[src/rtl/ccfu_pkg.sv]
// ----------------------------------------------------------------------------
// ccfu_pkg
// Shared types, codes and helpers of the compare and control flow unit.
// ----------------------------------------------------------------------------
`default_nettype none

package ccfu_pkg;

  // Defaults of the top-level parameters
  localparam int MemoryBytesDef = 65536;
  localparam int StackBaseDef   = 61440;
  localparam int StackWordsDef  = 256;

  // Fixed properties
  localparam int InstrBytes = 2;
  localparam int SpW        = 17;  // stack end may pass 16 bits
  localparam int QueueDepth = 2;

  // Operation codes, valued as the incoming mode field
  typedef enum logic [2:0] {
    OP_CMP  = 3'd0,
    OP_JMP  = 3'd1,
    OP_JZ   = 3'd2,
    OP_JNZ  = 3'd3,
    OP_CALL = 3'd4,
    OP_RET  = 3'd5,
    OP_NOP  = 3'd6
  } op_e;

  typedef enum logic [1:0] {
    FAULT_NONE   = 2'd0,
    FAULT_BOUNDS = 2'd1,
    FAULT_ALIGN  = 2'd2,
    FAULT_STACK  = 2'd3
  } fault_e;

  typedef struct packed {
    logic v;
    logic c;
    logic n;
    logic z;
  } flags_t;

  // Classified word handed from front to back
  typedef struct packed {
    op_e         op;
    logic [15:0] pc;
    logic [15:0] target;
    fault_e      tfault;
    flags_t      flags;
  } entry_t;

  // Bounds check first, then alignment
  function automatic fault_e check_target(input logic [15:0] addr,
                                          input logic [16:0] limit);
    fault_e f;
    if ({1'b0, addr} > limit) begin
      f = FAULT_BOUNDS;
    end else if (addr[0]) begin
      f = FAULT_ALIGN;
    end else begin
      f = FAULT_NONE;
    end
    return f;
  endfunction

endpackage

`default_nettype wire

[src/rtl/compare_and_control_flow_unit_core.sv]
// ----------------------------------------------------------------------------
// compare_and_control_flow_unit_core
// Path: an accepted word is written into the queue, then into the result reg.
// Throughput: 1 word per cycle while the output is not stalled; the back end retires one queued word a cycle.
// Output stalls back up through the 2-entry queue before input tready drops.
// Reset: flags clear, stack pointer at stack end, queue and result empty.
// ----------------------------------------------------------------------------
`default_nettype none

module compare_and_control_flow_unit_core #(
  parameter int MEMORY_BYTES = ccfu_pkg::MemoryBytesDef,
  parameter int STACK_BASE   = ccfu_pkg::StackBaseDef,
  parameter int STACK_WORDS  = ccfu_pkg::StackWordsDef
) (
  input  logic        clk_i,
  input  logic        rst_ni,
  // Input words
  input  logic        s_axis_tvalid_i,
  output logic        s_axis_tready_o,
  // [2:0] mode, [3] use_immediate
  input  logic [3:0]  s_axis_tuser_i,
  // [15:0] pc, [26:16] branch_offset, [42:27] first_value,
  // [58:43] second_value, [74:59] immediate_value, [79:75] zero
  input  logic [79:0] s_axis_tdata_i,
  // Result words
  output logic        m_axis_tvalid_o,
  input  logic        m_axis_tready_i,
  // [15:0] next_pc, [16] pc_written, [18:17] fault_code,
  // [34:19] fault_address, [35] halted, [36] zero_flag,
  // [37] negative_flag, [38] carry_flag, [39] overflow_flag
  output logic [39:0] m_axis_tdata_o
);
  import ccfu_pkg::*;

  entry_t      front_entry;
  entry_t      head_entry;
  logic        queue_full;
  logic        head_valid;
  logic        head_pop;
  logic        in_fire;

  logic [15:0] next_pc;
  logic        pc_written;
  logic [1:0]  fault_code;
  logic [15:0] fault_address;
  logic        halted;
  flags_t      flags;

  // Input side: only the queue level gates acceptance
  assign s_axis_tready_o = ~queue_full;
  assign in_fire         = s_axis_tvalid_i & s_axis_tready_o;

  // Front end: decode, target and its fault, compare flags
  ccfu_front #(
    .MEMORY_BYTES (MEMORY_BYTES)
  ) u_front (
    .mode_i            (s_axis_tuser_i[2:0]),
    .use_immediate_i   (s_axis_tuser_i[3]),
    .pc_i              (s_axis_tdata_i[15:0]),
    .branch_offset_i   (s_axis_tdata_i[26:16]),
    .first_value_i     (s_axis_tdata_i[42:27]),
    .second_value_i    (s_axis_tdata_i[58:43]),
    .immediate_value_i (s_axis_tdata_i[74:59]),
    .entry_o           (front_entry)
  );

  // Decoupling queue
  ccfu_queue u_queue (
    .clk_i        (clk_i),
    .rst_ni       (rst_ni),
    .push_i       (in_fire),
    .push_entry_i (front_entry),
    .full_o       (queue_full),
    .pop_i        (head_pop),
    .head_valid_o (head_valid),
    .head_entry_o (head_entry)
  );

  // Back end: flag state, return stack, result register
  ccfu_back #(
    .MEMORY_BYTES (MEMORY_BYTES),
    .STACK_BASE   (STACK_BASE),
    .STACK_WORDS  (STACK_WORDS)
  ) u_back (
    .clk_i           (clk_i),
    .rst_ni          (rst_ni),
    .head_valid_i    (head_valid),
    .head_entry_i    (head_entry),
    .pop_o           (head_pop),
    .res_valid_o     (m_axis_tvalid_o),
    .res_ready_i     (m_axis_tready_i),
    .next_pc_o       (next_pc),
    .pc_written_o    (pc_written),
    .fault_code_o    (fault_code),
    .fault_address_o (fault_address),
    .halted_o        (halted),
    .flags_o         (flags)
  );

  assign m_axis_tdata_o = {flags.v, flags.c, flags.n, flags.z, halted,
                           fault_address, fault_code, pc_written, next_pc};

endmodule

`default_nettype wire

[src/rtl/ccfu_front.sv]
// ----------------------------------------------------------------------------
// ccfu_front
// Decodes a word: operation, jump target with its fault, compare flags.
// ----------------------------------------------------------------------------
`default_nettype none

module ccfu_front #(
  parameter int MEMORY_BYTES = ccfu_pkg::MemoryBytesDef
) (
  input  logic [2:0]           mode_i,
  input  logic                 use_immediate_i,
  input  logic [15:0]          pc_i,
  input  logic signed [10:0]   branch_offset_i,
  input  logic [15:0]          first_value_i,
  input  logic [15:0]          second_value_i,
  input  logic [15:0]          immediate_value_i,
  output ccfu_pkg::entry_t     entry_o
);
  import ccfu_pkg::*;

  localparam logic [16:0] TargetLimit = 17'(MEMORY_BYTES - InstrBytes);

  logic [15:0] offset_ext;
  logic [15:0] target;
  logic [15:0] src;
  logic [16:0] diff;
  logic [15:0] res;
  op_e         op;

  always_comb begin
    case (mode_i)
      OP_CMP:  op = OP_CMP;
      OP_JMP:  op = OP_JMP;
      OP_JZ:   op = OP_JZ;
      OP_JNZ:  op = OP_JNZ;
      OP_CALL: op = OP_CALL;
      OP_RET:  op = OP_RET;
      default: op = OP_NOP;
    endcase
  end

  assign offset_ext = {{5{branch_offset_i[10]}}, branch_offset_i};
  assign target     = use_immediate_i ? (pc_i + offset_ext) : second_value_i;

  // 16-bit subtract; bit 16 is the borrow
  assign src  = use_immediate_i ? immediate_value_i : second_value_i;
  assign diff = {1'b0, first_value_i} - {1'b0, src};
  assign res  = diff[15:0];

  always_comb begin
    entry_o.op      = op;
    entry_o.pc      = pc_i;
    entry_o.target  = target;
    entry_o.tfault  = check_target(target, TargetLimit);
    entry_o.flags.z = (res == 16'd0);
    entry_o.flags.n = res[15];
    entry_o.flags.c = diff[16];
    entry_o.flags.v = (first_value_i[15] ^ src[15]) & (first_value_i[15] ^ res[15]);
  end

endmodule

`default_nettype wire

[src/rtl/ccfu_queue.sv]
// ----------------------------------------------------------------------------
// ccfu_queue
// Short FIFO between front and back; full rate with push and pop together.
// ----------------------------------------------------------------------------
`default_nettype none

module ccfu_queue (
  input  logic              clk_i,
  input  logic              rst_ni,
  input  logic              push_i,
  input  ccfu_pkg::entry_t  push_entry_i,
  output logic              full_o,
  input  logic              pop_i,
  output logic              head_valid_o,
  output ccfu_pkg::entry_t  head_entry_o
);
  import ccfu_pkg::*;

  localparam int PtrW = (QueueDepth > 1) ? $clog2(QueueDepth) : 1;
  localparam int CntW = $clog2(QueueDepth + 1);
  localparam logic [PtrW-1:0] PtrLast = PtrW'(QueueDepth - 1);
  localparam logic [CntW-1:0] CntFull = CntW'(QueueDepth);

  entry_t          slot_q [QueueDepth];
  logic [PtrW-1:0] wr_ptr_q, wr_ptr_d;
  logic [PtrW-1:0] rd_ptr_q, rd_ptr_d;
  logic [CntW-1:0] count_q, count_d;

  assign full_o       = (count_q == CntFull);
  assign head_valid_o = (count_q != '0);
  assign head_entry_o = slot_q[rd_ptr_q];

  always_comb begin
    wr_ptr_d = wr_ptr_q;
    rd_ptr_d = rd_ptr_q;
    count_d  = count_q;
    if (push_i) begin
      wr_ptr_d = (wr_ptr_q == PtrLast) ? '0 : wr_ptr_q + 1'b1;
    end
    if (pop_i) begin
      rd_ptr_d = (rd_ptr_q == PtrLast) ? '0 : rd_ptr_q + 1'b1;
    end
    case ({push_i, pop_i})
      2'b10:   count_d = count_q + 1'b1;
      2'b01:   count_d = count_q - 1'b1;
      default: count_d = count_q;
    endcase
  end

  always_ff @(posedge clk_i or negedge rst_ni) begin
    if (!rst_ni) begin
      wr_ptr_q <= '0;
      rd_ptr_q <= '0;
      count_q  <= '0;
    end else begin
      wr_ptr_q <= wr_ptr_d;
      rd_ptr_q <= rd_ptr_d;
      count_q  <= count_d;
    end
  end

  always_ff @(posedge clk_i) begin
    if (push_i) begin
      slot_q[wr_ptr_q] <= push_entry_i;
    end
  end

endmodule

`default_nettype wire

[src/rtl/ccfu_back.sv]
// ----------------------------------------------------------------------------
// ccfu_back
// Executes classified words: flags, taken jumps, return stack, result register.
// ----------------------------------------------------------------------------
`default_nettype none

module ccfu_back #(
  parameter int MEMORY_BYTES = ccfu_pkg::MemoryBytesDef,
  parameter int STACK_BASE   = ccfu_pkg::StackBaseDef,
  parameter int STACK_WORDS  = ccfu_pkg::StackWordsDef
) (
  input  logic              clk_i,
  input  logic              rst_ni,
  input  logic              head_valid_i,
  input  ccfu_pkg::entry_t  head_entry_i,
  output logic              pop_o,
  output logic              res_valid_o,
  input  logic              res_ready_i,
  output logic [15:0]       next_pc_o,
  output logic              pc_written_o,
  output logic [1:0]        fault_code_o,
  output logic [15:0]       fault_address_o,
  output logic              halted_o,
  output ccfu_pkg::flags_t  flags_o
);
  import ccfu_pkg::*;

  localparam int IdxW = $clog2(STACK_WORDS);
  localparam logic [16:0]    TargetLimit = 17'(MEMORY_BYTES - InstrBytes);
  localparam logic [SpW-1:0] SpBase      = SpW'(STACK_BASE);
  localparam logic [SpW-1:0] SpEnd       = SpW'(STACK_BASE + 2 * STACK_WORDS);
  localparam logic [SpW-1:0] SpFull      = SpW'(STACK_BASE + 2);

  // Top entry lives in tos_q, the next one in below_q or the memory read
  // register; the memory keeps every entry under the top.
  logic [15:0]     stack_mem [STACK_WORDS];
  logic [15:0]     rd_q;
  logic [15:0]     tos_q;
  logic [15:0]     below_q;
  logic            below_mem_q;
  logic [15:0]     below;

  logic [SpW-1:0]  sp_q, sp_d;
  flags_t          flags_q, flags_d;
  logic [SpW-1:0]  sp_off;
  logic [IdxW-1:0] top_idx;
  logic [IdxW-1:0] rd_idx;
  logic            empty;

  logic            fire;
  logic            push;
  logic            pop;
  logic            taken;
  fault_e          ret_fault;
  logic [15:0]     nxt_pc;
  logic            written;
  fault_e          fcode;
  logic [15:0]     faddr;
  logic            halt;

  logic            valid_q;

  assign fire  = head_valid_i & (~valid_q | res_ready_i);
  assign pop_o = fire;

  assign sp_off  = sp_q - SpBase;
  assign top_idx = sp_off[IdxW:1];
  assign rd_idx  = top_idx + IdxW'(2);
  assign empty   = (sp_q >= SpEnd);
  assign below   = below_mem_q ? rd_q : below_q;

  assign ret_fault = check_target(tos_q, TargetLimit);

  always_comb begin
    nxt_pc  = head_entry_i.pc;
    written = 1'b0;
    fcode   = FAULT_NONE;
    faddr   = 16'd0;
    halt    = 1'b0;
    flags_d = flags_q;
    push    = 1'b0;
    pop     = 1'b0;
    taken   = 1'b0;
    case (head_entry_i.op)
      OP_CMP: begin
        flags_d = head_entry_i.flags;
      end
      OP_JMP, OP_JZ, OP_JNZ: begin
        taken = (head_entry_i.op == OP_JMP) ||
                ((head_entry_i.op == OP_JZ) && flags_q.z) ||
                ((head_entry_i.op == OP_JNZ) && !flags_q.z);
        if (taken) begin
          if (head_entry_i.tfault != FAULT_NONE) begin
            fcode = head_entry_i.tfault;
            faddr = head_entry_i.target;
          end else begin
            nxt_pc  = head_entry_i.target;
            written = 1'b1;
          end
        end
      end
      OP_CALL: begin
        if (head_entry_i.tfault != FAULT_NONE) begin
          fcode = head_entry_i.tfault;
          faddr = head_entry_i.target;
        end else if (sp_q < SpFull) begin
          fcode = FAULT_STACK;
          faddr = sp_q[15:0];
        end else begin
          push    = 1'b1;
          nxt_pc  = head_entry_i.target;
          written = 1'b1;
        end
      end
      OP_RET: begin
        if (empty) begin
          halt = 1'b1;
        end else begin
          // pop stands even when the popped address faults
          pop = 1'b1;
          if (ret_fault != FAULT_NONE) begin
            fcode = ret_fault;
            faddr = tos_q;
          end else begin
            nxt_pc  = tos_q;
            written = 1'b1;
          end
        end
      end
      default: begin
      end
    endcase
  end

  always_comb begin
    sp_d = sp_q;
    if (push) begin
      sp_d = sp_q - SpW'(2);
    end else if (pop) begin
      sp_d = sp_q + SpW'(2);
    end
  end

  always_ff @(posedge clk_i or negedge rst_ni) begin
    if (!rst_ni) begin
      sp_q        <= SpEnd;
      flags_q     <= '0;
      below_mem_q <= 1'b0;
      valid_q     <= 1'b0;
    end else begin
      if (fire) begin
        sp_q    <= sp_d;
        flags_q <= flags_d;
        if (push) begin
          below_mem_q <= 1'b0;
        end else if (pop) begin
          below_mem_q <= 1'b1;
        end
      end
      if (fire) begin
        valid_q <= 1'b1;
      end else if (res_ready_i) begin
        valid_q <= 1'b0;
      end
    end
  end

  // Stack memory: one write port, one registered read port
  always_ff @(posedge clk_i) begin
    if (fire && push && !empty) begin
      stack_mem[top_idx] <= tos_q;
    end
    if (fire && pop) begin
      rd_q <= stack_mem[rd_idx];
    end
  end

  always_ff @(posedge clk_i) begin
    if (fire) begin
      if (push) begin
        tos_q   <= head_entry_i.pc;
        below_q <= tos_q;
      end else if (pop) begin
        tos_q <= below;
      end
    end
  end

  // Result register
  always_ff @(posedge clk_i) begin
    if (fire) begin
      next_pc_o       <= nxt_pc;
      pc_written_o    <= written;
      fault_code_o    <= fcode;
      fault_address_o <= faddr;
      halted_o        <= halt;
      flags_o         <= flags_d;
    end
  end

  assign res_valid_o = valid_q;

endmodule

`default_nettype wire

[config.mk]
export PLATFORM = sky130hd
export DESIGN_NAME = compare_and_control_flow_unit_core
export DESIGN_NICKNAME = d
export VERILOG_FILES = /design/src/rtl/ccfu_pkg.sv /design/src/rtl/compare_and_control_flow_unit_core.sv /design/src/rtl/ccfu_front.sv /design/src/rtl/ccfu_queue.sv /design/src/rtl/ccfu_back.sv
export SDC_FILE = /design/constraint.sdc
export NUM_CORES = 2
export LEC_CHECK = 0
export BUFFER_PORTS_ARGS = -buffer_cell sky130_fd_sc_hd__buf_2
export CAP_MARGIN = 20
export CORE_MARGIN = 2
export CORE_UTILIZATION = 45
export DETAILED_ROUTE_END_ITERATION = 8
export GPL_ROUTABILITY_DRIVEN = 0
export PLACE_DENSITY = 0.6
export SYNTH_ARGS = -nofsm -noshare
export SYNTH_HDL_FRONTEND = slang
export SYNTH_HIERARCHICAL = 1
export SYNTH_MEMORY_MAX_BITS = 65536
export SYNTH_SLANG_ARGS = --single-unit
[constraint.sdc]
create_clock -name clk_i -period 6.6 [get_ports clk_i]
set_input_delay 1.98 -clock clk_i [delete_from_list [all_inputs] [get_ports clk_i]]
set_output_delay 1.98 -clock clk_i [all_outputs]
set_load 0.05 [all_outputs]
==> results.sh <==
export IMPL_cts_root_buf="clkbuf_16"
export IMPL_clock_skew_ps=66.9
export IMPL_synth_simple_area_share=0.0258
export IMPL_pre_cts_ws_ps=1130
export IMPL_first_iter_violations=10800
export IMPL_start_util=0.452
export IMPL_rsz0062_at_grt="false"
export IMPL_critPathArrivalTime_ps=5930
export IMPL_regArea_mm2=0.129
export IMPL_hold_buffers=0
export IMPL_worstHoldStart="u_back/flags_q[3]$_DFFE_PN0P_"
export IMPL_viasPerCell=6.08
export IMPL_seq_power_share=0.411
export IMPL_fin_hold_ws_ps=476
export IMPL_drc=0
export IMPL_grt_max_degree=210
export IMPL_drv_cap=0
export IMPL_avgSynthCellArea_um2=22.4
export IMPL_wl_per_cell_um=32.3
export IMPL_grt_use_total=0.228
export IMPL_netSwitchingPower_mw=22.8
export IMPL_crit_path_max_fanout=33
export IMPL_die_area_mm2=0.378
export IMPL_drt_total_wl_mm=436
export IMPL_die_y_um=615
export IMPL_setup_ws_ps=1350
export IMPL_synth_compound_area_frac=0.0149
export IMPL_relSlewSlack=0.0446
export IMPL_ys_types=90
export IMPL_worstMarginPinSlew_ps=1430
export IMPL_multiInputGateArea_mm2=0.0374
export IMPL_syn_area_mm2=0.168
export IMPL_status="finished clean"
export IMPL_criticalPathCategory="flop to flop"
export IMPL_reg2reg_to="u_back/rd_q[4]$_DFFE_PP_"
export IMPL_peakVddDrop_mv=0.294
export IMPL_p_int_mw=53.4
export IMPL_min_delay_path_class="flop to flop"
export IMPL_cts_inserted_buffers=435
export IMPL_core_area_mm2=0.372
export IMPL_hold_viol=0
export IMPL_vias=82000
export IMPL_power_density_mw_per_mm2=398
export IMPL_setup_tns_ps=0
export IMPL_antenna_found_initial=26
export IMPL_synth_xor_area_frac=0.00218
export IMPL_cts_sinks=4292
export IMPL_hpwl_mm=258
export IMPL_reg2reg_depth=8
export IMPL_switching_share=0.299
export IMPL_hold_end="u_back/flags_q[3]$_DFFE_PN0P_"
export IMPL_yosysTopAreaCellShare=0.763
export IMPL_drive_gt1_frac=0.312
export IMPL_synth_edff_count=4266
export IMPL_dp_cells=12700
export IMPL_p_clk_frac=0.314
export IMPL_rows=224
export IMPL_grt_pass1_vias=82000
export IMPL_synthAdderAreaFrac=0.00393
export IMPL_total_power_mw=76.2
export IMPL_p_leak_nw=59.8
export IMPL_io_pins=130
export IMPL_dieWidth_um=615
export IMPL_clk_transition_reported_paths_ps=60
export IMPL_grt_overflow_total=0
export IMPL_clk_latency_ps=990
export IMPL_start_kind="flop"
export IMPL_end_kind="flop"
export IMPL_hold_depth=2
export IMPL_synth_area_leader_cell="edfxtp_1"
export IMPL_crit_required_ps=7280
export IMPL_ant_nets=0
export IMPL_r2r_start="u_back/sp_q[2]$_DFFE_PN0P_"
export IMPL_synthMuxAreaShare=0.173
export IMPL_pwr_share_comb=0.275
export IMPL_ys_warn_count=6
export IMPL_portBuffers=124
export IMPL_dr_pass1_iters=8
export IMPL_fill_cells=29000
export IMPL_htreeDepth=5
export IMPL_final_cell_count_no_fill=13500
export IMPL_ys_seq_elements=4292
export IMPL_clockBufferDepth=4
export IMPL_grt_pass1_wl_mm=616
export IMPL_slew_violations=0
export IMPL_synth_top_family_by_area="multiplexers"
export IMPL_max_freq_mhz=190
export IMPL_cts_setup_buffers=0
export IMPL_nets=8286
export IMPL_area_growth_pct=13.9
export IMPL_setup_violations_final=0
export IMPL_synth_cells=7508
export IMPL_cts_resized_gates=0
export IMPL_period_minus_slack_ps=5250
export IMPL_yosysSeqAreaShare=0.767
export IMPL_ys_async_sr_fraction=0.00606
export IMPL_ys_flop_type="edfxtp_1"
export IMPL_period_share=0.796
export IMPL_rrSetupSlack_ps=1350
export IMPL_netlist_top_cells_area="edfxtp_1, mux4_2, nor2_1, nand2_1, buf_2"
export IMPL_cts_tree="yes"
[worst max path at each step]
stage / startpoint / depth (start not counted) / slack, ps / endpoint
floorplan: s_axis_tuser_i[3] / 14 / 970 / u_queue/slot_q[0][3]$_DFFE_PP_
global placement: s_axis_tuser_i[3] / 14 / 1190 / u_queue/slot_q[0][0]$_DFFE_PP_
detailed placement: m_axis_tready_i / 9 / 1130 / u_back/stack_mem[217][2]$_DFFE_PP_
CTS: u_back/sp_q[2]$_DFFE_PN0P_ / 9 / 1440 / u_back/rd_q[7]$_DFFE_PP_
global route: u_back/sp_q[2]$_DFFE_PN0P_ / 10 / 1190 / u_back/stack_mem[219][12]$_DFFE_PP_
finish: u_back/sp_q[2]$_DFFE_PN0P_ / 8 / 1350 / u_back/rd_q[4]$_DFFE_PP_
[per-stage QoR]
stage	util	area, µm²
floorplan	-	168000
global placement	0.477	177000
detailed placement	0.477	177000
CTS	0.514	191000
global route	0.514	191000
finish	0.514	191000
[state kept, by name, summed over array words and instances, names as in the netlist]
name,cells
u_back/halted_o,1
u_back/sp_q,16
u_back/flags_q,4
u_back/flags_o,4
u_back/pc_written_o,1
u_queue/slot_q,82
u_back/next_pc_o,16
u_back/fault_code_o,2
u_queue/rd_ptr_q,1
u_back/stack_mem,4096
u_back/fault_address_o,16
u_back/rd_q,16
u_back/res_valid_o,1
u_back/below_mem_q,1
u_queue/wr_ptr_q,1
u_queue/count_q,2
u_back/below_q,16
u_back/tos_q,16
[critical path: stages (launching register included)]
cell and delay (ps):
dfrtp_4 990, ha_4 310, xor2_4 830, buf_4 480, mux4_2 540, a22oi_1 700, nand3_1 370, nand3_1 400
nor2_1 270
[cells in the mapped netlist, types with 9 or more instances]
cell type     n
mux2_2       10
o21a_1       12
xnor2_1      20
a21o_1       30
a22o_1       18
xor2_1       20
o22ai_1      10
mux4_2     1235
nand3_1     122
a211oi_1     16
o21ai_0      52
nor4_1       11
nand3_2      10
a32oi_1       9
and3_1       13
inv_1        40
nor2b_1      25
nand2_1     323
ha_1         48
buf_2       141
nor2_1      338
dfrtp_1      21
nand4_1      57
a21boi_0     10
clkbuf_1    170
a31oi_1      17
buf_4        69
nor3_1       27
mux2_4       40
a222oi_1     17
edfxtp_1   4266
a22oi_1      27
buf_1        27
mux2i_1      52
a21oi_1      60
[logic make-up after synthesis]
family | after synthesis
adder cells (fa/ha/maj) | 51
multiplexers | 1338
buffers and inverters | 460
other | 1
AND/OR/NAND/NOR | 970
XOR/XNOR | 41
flip-flops | 4292
AO/OA/AOI/OAI | 355
[cells in the final DEF (no fill, tap or decap), drive strengths merged, types with 57 or more instances in the layout]
master,count
edfxtp,4266
mux4,1235
buf,603
clkbuf,537
nor2,339
nand2,323
clkinv,201
nand3,132
a21oi,61
o21ai,58
nand4,57
[area by class of cell]
cell class,instances,share of cell area
antenna,11,0.000144
clock buffer,536,0.0595
clock inverter,262,0.0126
inverter,43,0.000844
multi-input combinational,2771,0.196
sequential,4292,0.673
tap,4972,0.0325
timing repair buffer,604,0.0255
[per-layer routing]
metal	GRT usage	part of all wire	vias to the layer above
met2	0.354	0.47	4019
met3	0.0432	0.089	752
li1	-	-	33100
met4	0.0834	0.040	6
met5	0	0.000085	-
met1	0.323	0.40	44200
[power by group through the flow]
stage	combinational [mW]	clock (mW)	sequential, mW
4_1_cts	21.1	24.4	31.3
6_report	20.9	24.0	31.3
2_1_floorplan	12.9	0	32.7
3_5_place_dp	21.0	0	31.9
3_3_place_gp	20.9	0	31.9
5_1_grt	21.8	25.4	31.3
Note: power is estimated with default switching activity, not from simulation.
